[config.mk]
export PLATFORM = sky130hd
export DESIGN_NAME = utf8_stream_decoder_top
export DESIGN_NICKNAME = d
export VERILOG_FILES = /design/src/rtl/u8d_pkg.sv /design/src/rtl/u8d_core.sv /design/src/rtl/u8d_out_fifo.sv /design/src/rtl/utf8_stream_decoder_top.sv
export SDC_FILE = /design/constraint.sdc
export NUM_CORES = 1
export LEC_CHECK = 0
export BUFFER_PORTS_ARGS = -buffer_cell sky130_fd_sc_hd__buf_2
export CORE_UTILIZATION = 35
export CTS_CLUSTER_DIAMETER = 40
export DETAILED_ROUTE_END_ITERATION = 8
export PLACE_DENSITY = 0.61
export SLEW_MARGIN = 10
export SYNTH_ARGS = -nofsm -noshare
export SYNTH_HDL_FRONTEND = slang
export SYNTH_SLANG_ARGS = --single-unit
[constraint.sdc]
create_clock -name aclk -period 9.6 [get_ports aclk]
set_clock_uncertainty 0.2 [all_clocks]
set_input_delay 1.92 -clock aclk [delete_from_list [all_inputs] [get_ports aclk]]
set_output_delay 1.92 -clock aclk [all_outputs]
set_load 0.05 [all_outputs]
[src/rtl/u8d_pkg.sv]
`default_nettype none
package u8d_pkg;

    localparam int unsigned ByteW  = 8;
    localparam int unsigned CodeW  = 21;
    localparam int unsigned CountW = 16;

    // Register indexes on the configuration port
    localparam logic CfgMaxSymbols = 1'b0;
    localparam logic CfgStopAtNul  = 1'b1;

    localparam logic [CountW-1:0] MaxSymbolsReset = 16'hFFFF;

    // Lead byte patterns and payload masks
    localparam logic [ByteW-1:0] Lead2Mask  = 8'hE0;
    localparam logic [ByteW-1:0] Lead2Code  = 8'hC0;
    localparam logic [ByteW-1:0] Lead3Mask  = 8'hF0;
    localparam logic [ByteW-1:0] Lead3Code  = 8'hE0;
    localparam logic [ByteW-1:0] Lead4Mask  = 8'hF8;
    localparam logic [ByteW-1:0] Lead4Code  = 8'hF0;
    localparam logic [ByteW-1:0] ContMask   = 8'hC0;
    localparam logic [ByteW-1:0] ContCode   = 8'h80;
    localparam logic [ByteW-1:0] Pay1Mask   = 8'h7F;
    localparam logic [ByteW-1:0] Pay2Mask   = 8'h1F;
    localparam logic [ByteW-1:0] Pay3Mask   = 8'h0F;
    localparam logic [ByteW-1:0] Pay4Mask   = 8'h07;
    localparam logic [ByteW-1:0] ContPayMask = 8'h3F;

    typedef struct packed {
        logic [ByteW-1:0] data_byte;
        logic             last_byte;
    } in_item_t;

    typedef struct packed {
        logic              is_summary;
        logic [CodeW-1:0]  code_point;
        logic [CountW-1:0] symbol_count;
        logic [CountW-1:0] bytes_converted;
    } out_item_t;

    // Results produced by one accepted byte, symbol first
    typedef struct packed {
        logic      sym_valid;
        logic      sum_valid;
        out_item_t sym;
        out_item_t sum;
    } push_t;

endpackage
`default_nettype wire

[src/rtl/u8d_core.sv]
`default_nettype none
module u8d_core #(
    parameter int unsigned COUNT_LIMIT = 65535
) (
    input  wire logic                      aclk,
    input  wire logic                      aresetn,
    input  wire logic                      cfg_we,
    input  wire logic                      cfg_index,
    input  wire logic [u8d_pkg::CountW-1:0] cfg_data,
    input  wire logic                      in_accept,
    input  wire u8d_pkg::in_item_t         in_item,
    output u8d_pkg::push_t                 push
);

    localparam logic [u8d_pkg::CountW-1:0] Limit = u8d_pkg::CountW'(COUNT_LIMIT);

    logic [u8d_pkg::CountW-1:0] max_symbols_reg;
    logic                       stop_at_nul_reg;

    logic [u8d_pkg::CodeW-1:0]  acc_reg, acc_next;
    logic [1:0]                 pending_reg, pending_next;
    logic [2:0]                 char_len_reg, char_len_next;
    logic                       halted_reg, halted_next;
    logic [u8d_pkg::CountW-1:0] syms_reg, syms_next;
    logic [u8d_pkg::CountW-1:0] bytes_reg, bytes_next;

    logic [u8d_pkg::CountW-1:0] limit;
    logic [2:0]                 lead_len;
    logic [u8d_pkg::ByteW-1:0]  lead_mask;
    logic [u8d_pkg::CountW:0]   bytes_sum;
    logic                       emit;
    logic [u8d_pkg::ByteW-1:0]  b;

    assign b     = in_item.data_byte;
    assign limit = (max_symbols_reg < Limit) ? max_symbols_reg : Limit;

    always_comb begin
        lead_len  = 3'd0;
        lead_mask = '0;
        if (!b[7]) begin
            lead_len  = 3'd1;
            lead_mask = u8d_pkg::Pay1Mask;
        end else if ((b & u8d_pkg::Lead2Mask) == u8d_pkg::Lead2Code) begin
            lead_len  = 3'd2;
            lead_mask = u8d_pkg::Pay2Mask;
        end else if ((b & u8d_pkg::Lead3Mask) == u8d_pkg::Lead3Code) begin
            lead_len  = 3'd3;
            lead_mask = u8d_pkg::Pay3Mask;
        end else if ((b & u8d_pkg::Lead4Mask) == u8d_pkg::Lead4Code) begin
            lead_len  = 3'd4;
            lead_mask = u8d_pkg::Pay4Mask;
        end
    end

    always_comb begin
        acc_next      = acc_reg;
        pending_next  = pending_reg;
        char_len_next = char_len_reg;
        halted_next   = halted_reg;
        syms_next     = syms_reg;
        bytes_next    = bytes_reg;
        emit          = 1'b0;
        bytes_sum     = '0;
        push          = '0;

        if (!halted_reg) begin
            if (pending_reg == 2'd0) begin
                if (syms_reg >= limit || lead_len == 3'd0
                        || (stop_at_nul_reg && b == '0)) begin
                    halted_next   = 1'b1;
                    acc_next      = '0;
                    char_len_next = '0;
                end else begin
                    acc_next      = u8d_pkg::CodeW'(b & lead_mask);
                    char_len_next = lead_len;
                    pending_next  = 2'(lead_len - 3'd1);
                    emit          = (lead_len == 3'd1);
                end
            end else if ((b & u8d_pkg::ContMask) != u8d_pkg::ContCode) begin
                halted_next   = 1'b1;
                acc_next      = '0;
                pending_next  = '0;
                char_len_next = '0;
            end else begin
                acc_next     = {acc_reg[u8d_pkg::CodeW-7:0], b[5:0]};
                pending_next = pending_reg - 2'd1;
                emit         = (pending_reg == 2'd1);
            end
        end

        if (emit) begin
            push.sym_valid       = 1'b1;
            push.sym.is_summary  = 1'b0;
            push.sym.code_point  = acc_next;
            if (syms_reg < Limit) begin
                syms_next = syms_reg + 1'b1;
            end
            bytes_sum  = {1'b0, bytes_reg} + (u8d_pkg::CountW+1)'(char_len_next);
            bytes_next = (bytes_sum > {1'b0, Limit}) ? Limit
                                                     : bytes_sum[u8d_pkg::CountW-1:0];
            acc_next      = '0;
            pending_next  = '0;
            char_len_next = '0;
        end

        if (in_item.last_byte) begin
            push.sum_valid            = 1'b1;
            push.sum.is_summary       = 1'b1;
            push.sum.symbol_count     = syms_next;
            push.sum.bytes_converted  = bytes_next;
            acc_next      = '0;
            pending_next  = '0;
            char_len_next = '0;
            halted_next   = 1'b0;
            syms_next     = '0;
            bytes_next    = '0;
        end

        if (!in_accept) begin
            push = '0;
        end
    end

    always_ff @(posedge aclk) begin
        if (!aresetn) begin
            max_symbols_reg <= u8d_pkg::MaxSymbolsReset;
            stop_at_nul_reg <= 1'b0;
            acc_reg         <= '0;
            pending_reg     <= '0;
            char_len_reg    <= '0;
            halted_reg      <= 1'b0;
            syms_reg        <= '0;
            bytes_reg       <= '0;
        end else begin
            if (cfg_we) begin
                case (cfg_index)
                    u8d_pkg::CfgMaxSymbols: max_symbols_reg <= cfg_data;
                    u8d_pkg::CfgStopAtNul:  stop_at_nul_reg <= cfg_data[0];
                    default: ;
                endcase
            end
            if (in_accept) begin
                acc_reg      <= acc_next;
                pending_reg  <= pending_next;
                char_len_reg <= char_len_next;
                halted_reg   <= halted_next;
                syms_reg     <= syms_next;
                bytes_reg    <= bytes_next;
            end
        end
    end

endmodule
`default_nettype wire

[src/rtl/u8d_out_fifo.sv]
`default_nettype none
module u8d_out_fifo (
    input  wire logic               aclk,
    input  wire logic               aresetn,
    input  wire u8d_pkg::push_t     push,
    output logic                    room,
    output logic                    m_valid,
    input  wire logic               m_ready,
    output u8d_pkg::out_item_t      m_data
);

    localparam int unsigned Depth = 4;
    localparam int unsigned PtrW  = $clog2(Depth);

    u8d_pkg::out_item_t mem_reg [Depth];
    logic [PtrW-1:0]    wr_ptr_reg, rd_ptr_reg;
    logic [PtrW:0]      count_reg;
    logic [PtrW-1:0]    sum_ptr;
    logic               pop;
    logic [1:0]         n_push;

    // Two free entries cover the worst case of one byte
    assign room    = (count_reg <= (PtrW+1)'(Depth - 2));
    assign m_valid = (count_reg != '0);
    assign m_data  = mem_reg[rd_ptr_reg];
    assign pop     = m_valid && m_ready;
    assign n_push  = {1'b0, push.sym_valid} + {1'b0, push.sum_valid};
    assign sum_ptr = wr_ptr_reg + PtrW'(push.sym_valid);

    always_ff @(posedge aclk) begin
        if (push.sym_valid) begin
            mem_reg[wr_ptr_reg] <= push.sym;
        end
        if (push.sum_valid) begin
            mem_reg[sum_ptr] <= push.sum;
        end
    end

    always_ff @(posedge aclk) begin
        if (!aresetn) begin
            wr_ptr_reg <= '0;
            rd_ptr_reg <= '0;
            count_reg  <= '0;
        end else begin
            wr_ptr_reg <= wr_ptr_reg + PtrW'(n_push);
            rd_ptr_reg <= rd_ptr_reg + PtrW'(pop);
            count_reg  <= count_reg + (PtrW+1)'(n_push) - (PtrW+1)'(pop);
        end
    end

endmodule
`default_nettype wire

[src/rtl/utf8_stream_decoder_top.sv]
// UTF-8 stream decoder.
// Input channel (s_valid/s_ready/s_data): one byte of a string per transaction,
// with last_byte set on the final byte. Output channel (m_valid/m_ready/m_data):
// one decoded code point per completed character, then one summary transaction
// (is_summary = 1) with the symbol and byte counts after the last byte.
// Configuration: cfg_we/cfg_index/cfg_data, index 0 = max_symbols,
// index 1 = stop_at_nul; write only while no string is in flight.
// A result enters the output queue when the byte that completes it is accepted.
// Throughput: one byte per cycle while s_ready is high. Bytes that produce no
// result or one result keep that rate; a last byte that also completes a
// character puts two transactions into the four-entry output queue, which
// drains one per cycle. s_ready is high while the queue has at least two free
// entries. When the receiver stalls, results wait in the queue and s_ready
// drops once more than two are held. Reset empties the queue, clears the string
// state and restores max_symbols to 65535 and stop_at_nul to 0.
`default_nettype none
module utf8_stream_decoder_top #(
    parameter int unsigned COUNT_LIMIT = 65535
) (
    input  wire logic                       aclk,
    input  wire logic                       aresetn,
    input  wire logic                       cfg_we,
    input  wire logic                       cfg_index,
    input  wire logic [u8d_pkg::CountW-1:0] cfg_data,
    input  wire logic                       s_valid,
    output logic                            s_ready,
    input  wire u8d_pkg::in_item_t          s_data,
    output logic                            m_valid,
    input  wire logic                       m_ready,
    output u8d_pkg::out_item_t              m_data
);

    u8d_pkg::push_t push;
    logic           room;

    assign s_ready = room;

    u8d_core #(
        .COUNT_LIMIT(COUNT_LIMIT)
    ) u_core (
        .aclk      (aclk),
        .aresetn   (aresetn),
        .cfg_we    (cfg_we),
        .cfg_index (cfg_index),
        .cfg_data  (cfg_data),
        .in_accept (s_valid && room),
        .in_item   (s_data),
        .push      (push)
    );

    u8d_out_fifo u_out (
        .aclk    (aclk),
        .aresetn (aresetn),
        .push    (push),
        .room    (room),
        .m_valid (m_valid),
        .m_ready (m_ready),
        .m_data  (m_data)
    );

endmodule
`default_nettype wire

==> results.txt <==
Yosys cell types = 68
Worst-Skew Late Latency = 0.53 ns
Mapped Cells = 1296
Root Driver = clkbuf_16
initial DRC count = 820
DR top layer = met4
vias in the first global route = 10203
Max Cap Viol = 0
worst hold stages = 2
post-CTS sizing = 0
DIE AREA = 40400 sq um
slew of the pin with the lowest slew margin = 1.10 ns
chip width = 201 um
vias = 10415
Combinational Power Share = 0.307
DRT antenna net count = 0
worst flop-to-flop path startpoint = u_core.syms_reg[0]
max reg flops = 216
WL met3 = 1.89 mm
Leak = 5.60 nW
initial antenna violation count = 0
Cell Rows = 72
GRT Overall Usage = 0.181
clock slew at reported path FFs = 0.06 ns
flop2flop setup slack = 3.45 ns
Setup-failing EPs final = 0
Initial Utilization = 0.357
Final nets = 1410
RSZ-0062 raised after global routing = false
clock buffers created by TritonCTS = 40
Layout area overhead = 16.1%
number of synthesized flops with an enable pin = 132
num ports = 87
largest net degree at the start of global routing = 56
CP arrival = 7.38 ns
Core ar. = 38800 sq um
relative slew slack = 0.263
M1 WL = 17.5 mm
Synth Cell Area = 13900 sq um
sequential element share of the synthesized area = 0.527
Congestion Overflow GR = 0
via/cell ratio = 5.50
hold buffers post-CTS = 0
CTS tree = yes
Critical Path RT = 9.79 ns
ant diodes = 0
Fin Setup TNS = 0 ns
Max IR drop VDD = 0.000138 V
GP Congestion = 0.839
Slew Limit Fails = 0
Sw Ratio = 0.359
Post-CTS Repair Setup Buffers = 0
internal power = 2.91 mW
crit end category = flip-flop
startpoint of the worst hold path = u_out.mem_reg[0][32]
Worst Setup Path Type = primary input to flip-flop
ys flop type = dfxtp_1
commonest non-fill, non-tap cell in the layout = nor2_1
Critical Path Fanout Max = 13
Final Hold Viols = 0
Routed Wire Length = 36.7 mm
asr flop ratio synth = 0
Met2 Routed Length = 16.7 mm
Synth Warn # = 0
Tmin final = 7.19 ns
sequential fraction of design power = 0.363
average size of a mapped cell = 10.7 sq um
clock tree buffer depth = 3
first-pass GRT wire length = 58.2 mm
post-synthesis register bit count = 299
DR DRC count = 0
NetSw = 1.63 mW
Final period util = 0.749
status = complete, no violations
Fillers = 3710
Clock power frac = 0.330
Worst R2R Path Depth = 16
Worst Hold Endpoint = u_out.mem_reg[0][32]
Max Fclk = 0.139 GHz
DR WL/cell = 19.4 um
H-tree depth = 2
Mapped Nets = 1360
Worst setup SP type = primary input
Pwr Density = 282 nW/um^2
DR pass1 iterations = 5
Port-buffer cells = 86
Die Y-Extent = 201 um
share of layout cells above drive strength 1 = 0.182
commonest cells after routing, fill and taps aside = 215 x nor2_1, 165 x dfxtp_1, 132 x edfxtp_1
Hold Path Class = flip-flop to flip-flop
DPL Wire Length = 23.4 mm
post-route core utilization = 0.415
clock sinks = 299
worst reg2reg endpoint = u_out.mem_reg[1][13]
-- power by group through the flow --
stage          logic, mW  clock network [mW]  registers [mW]
6_report            1.39                1.50            1.65
5_1_grt             1.50                1.57            1.67
4_1_cts             1.42                1.52            1.65
3_5_place_dp        1.41                   0            1.67
3_3_place_gp        1.40                   0            1.66
2_1_floorplan       1.10                   0            1.63
-- logic make-up after synthesis --
kind of cell,after synthesis,share of synthesized area
simple gates,446,0.149
mux,67,0.0972
xor+xnor,18,0.0114
fa+ha+maj,33,0.0309
buf+inv,139,0.0398
compound gates,294,0.145
flops,299,0.527
-- layout make-up --
type                       count  area [sq um]  area share
clock inverter                21           263      0.0163
multi-input combinational    858          6040       0.375
inverter                      40           150     0.00932
clock buffer                  51          1100      0.0685
timing repair buffer         107           588      0.0365
sequential                   299          7310       0.454
tap                          518           648      0.0403
-- synth_stat cells, drive strengths merged, types with 7 or more instances --
| library cell | count | share of area |
|---|---|---|
| nor2 | 215 | 0.058 |
| dfxtp | 167 | 0.24 |
| edfxtp | 132 | 0.29 |
| clkbuf | 75 | 0.020 |
| nand2 | 75 | 0.020 |
| a211oi | 73 | 0.040 |
| mux4 | 54 | 0.088 |
| nand3 | 50 | 0.018 |
| a21oi | 45 | 0.016 |
| inv | 40 | 0.011 |
| o21ai | 38 | 0.014 |
| ha | 31 | 0.028 |
| a31oi | 30 | 0.014 |
| buf | 24 | 0.0087 |
| o31ai | 22 | 0.012 |
| o211ai | 18 | 0.0097 |
| a22oi | 17 | 0.0092 |
| nor3 | 15 | 0.0058 |
| nor4 | 14 | 0.0074 |
| and2 | 13 | 0.0059 |
| mux2i | 12 | 0.0087 |
| xor2 | 11 | 0.0069 |
| nand4 | 10 | 0.0045 |
| or3 | 10 | 0.0045 |
| and3 | 9 | 0.0041 |
| a21o | 7 | 0.0038 |
| or2 | 7 | 0.0032 |
| xnor2 | 7 | 0.0044 |
-- layer usage --
| layer | vias up | track usage |
|---|---|---|
| li1 | 4962 | - |
| met1 | 5117 | 0.263 |
| met2 | 289 | 0.281 |
| met3 | 47 | 0.0281 |
| met4 | 0 | 0.0414 |
| met5 | - | 0 |
-- how the worst max path moves through the flow --
stage / from / endpoint / cells after the start / slack (ns)
after floorplan: s_data[7] / u_out.mem_reg[3][5] / 21 / 3.09
after global placement: s_data[7] / u_out.mem_reg[0][13] / 18 / 2.29
after detailed placement: s_data[7] / u_out.mem_reg[1][13] / 18 / 2.03
after CTS: s_data[7] / u_out.mem_reg[1][13] / 18 / 2.55
after global routing: s_data[7] / u_out.mem_reg[1][13] / 18 / 2.00
final: s_data[7] / u_out.mem_reg[1][13] / 18 / 2.41
-- stage by stage --
stage	hold slack [ns]	worst slack (ns)	instance area (sq um)	power, mW	std cells
after floorplan	0.229	3.09	13900	2.72	1296
after global placement	0.240	2.29	14700	3.06	1822
after detailed placement	0.251	2.03	14700	3.08	1822
after CTS	0.258	2.55	16100	4.59	1894
after global routing	0.277	2.00	16100	4.74	1894
final	0.256	2.41	16100	4.54	1894
-- worst max-delay path, cell delays in order --
cell and delay [ns]:
buf_2 0.18, inv_1 0.11, o31ai_1 0.47, inv_1 0.16
ha_1 0.23, o21ai_0 0.10, nand4_1 0.10, or3b_2 0.61
or2_2 0.36, o21ai_0 0.20, ha_1 0.24, fa_1 0.23
a21oi_1 0.09, nor4b_1 0.86, nand3_1 0.59, nand2_1 0.39
a2bb2oi_1 0.34, and2_1 0.18
(Power assumes the default switching activity.)
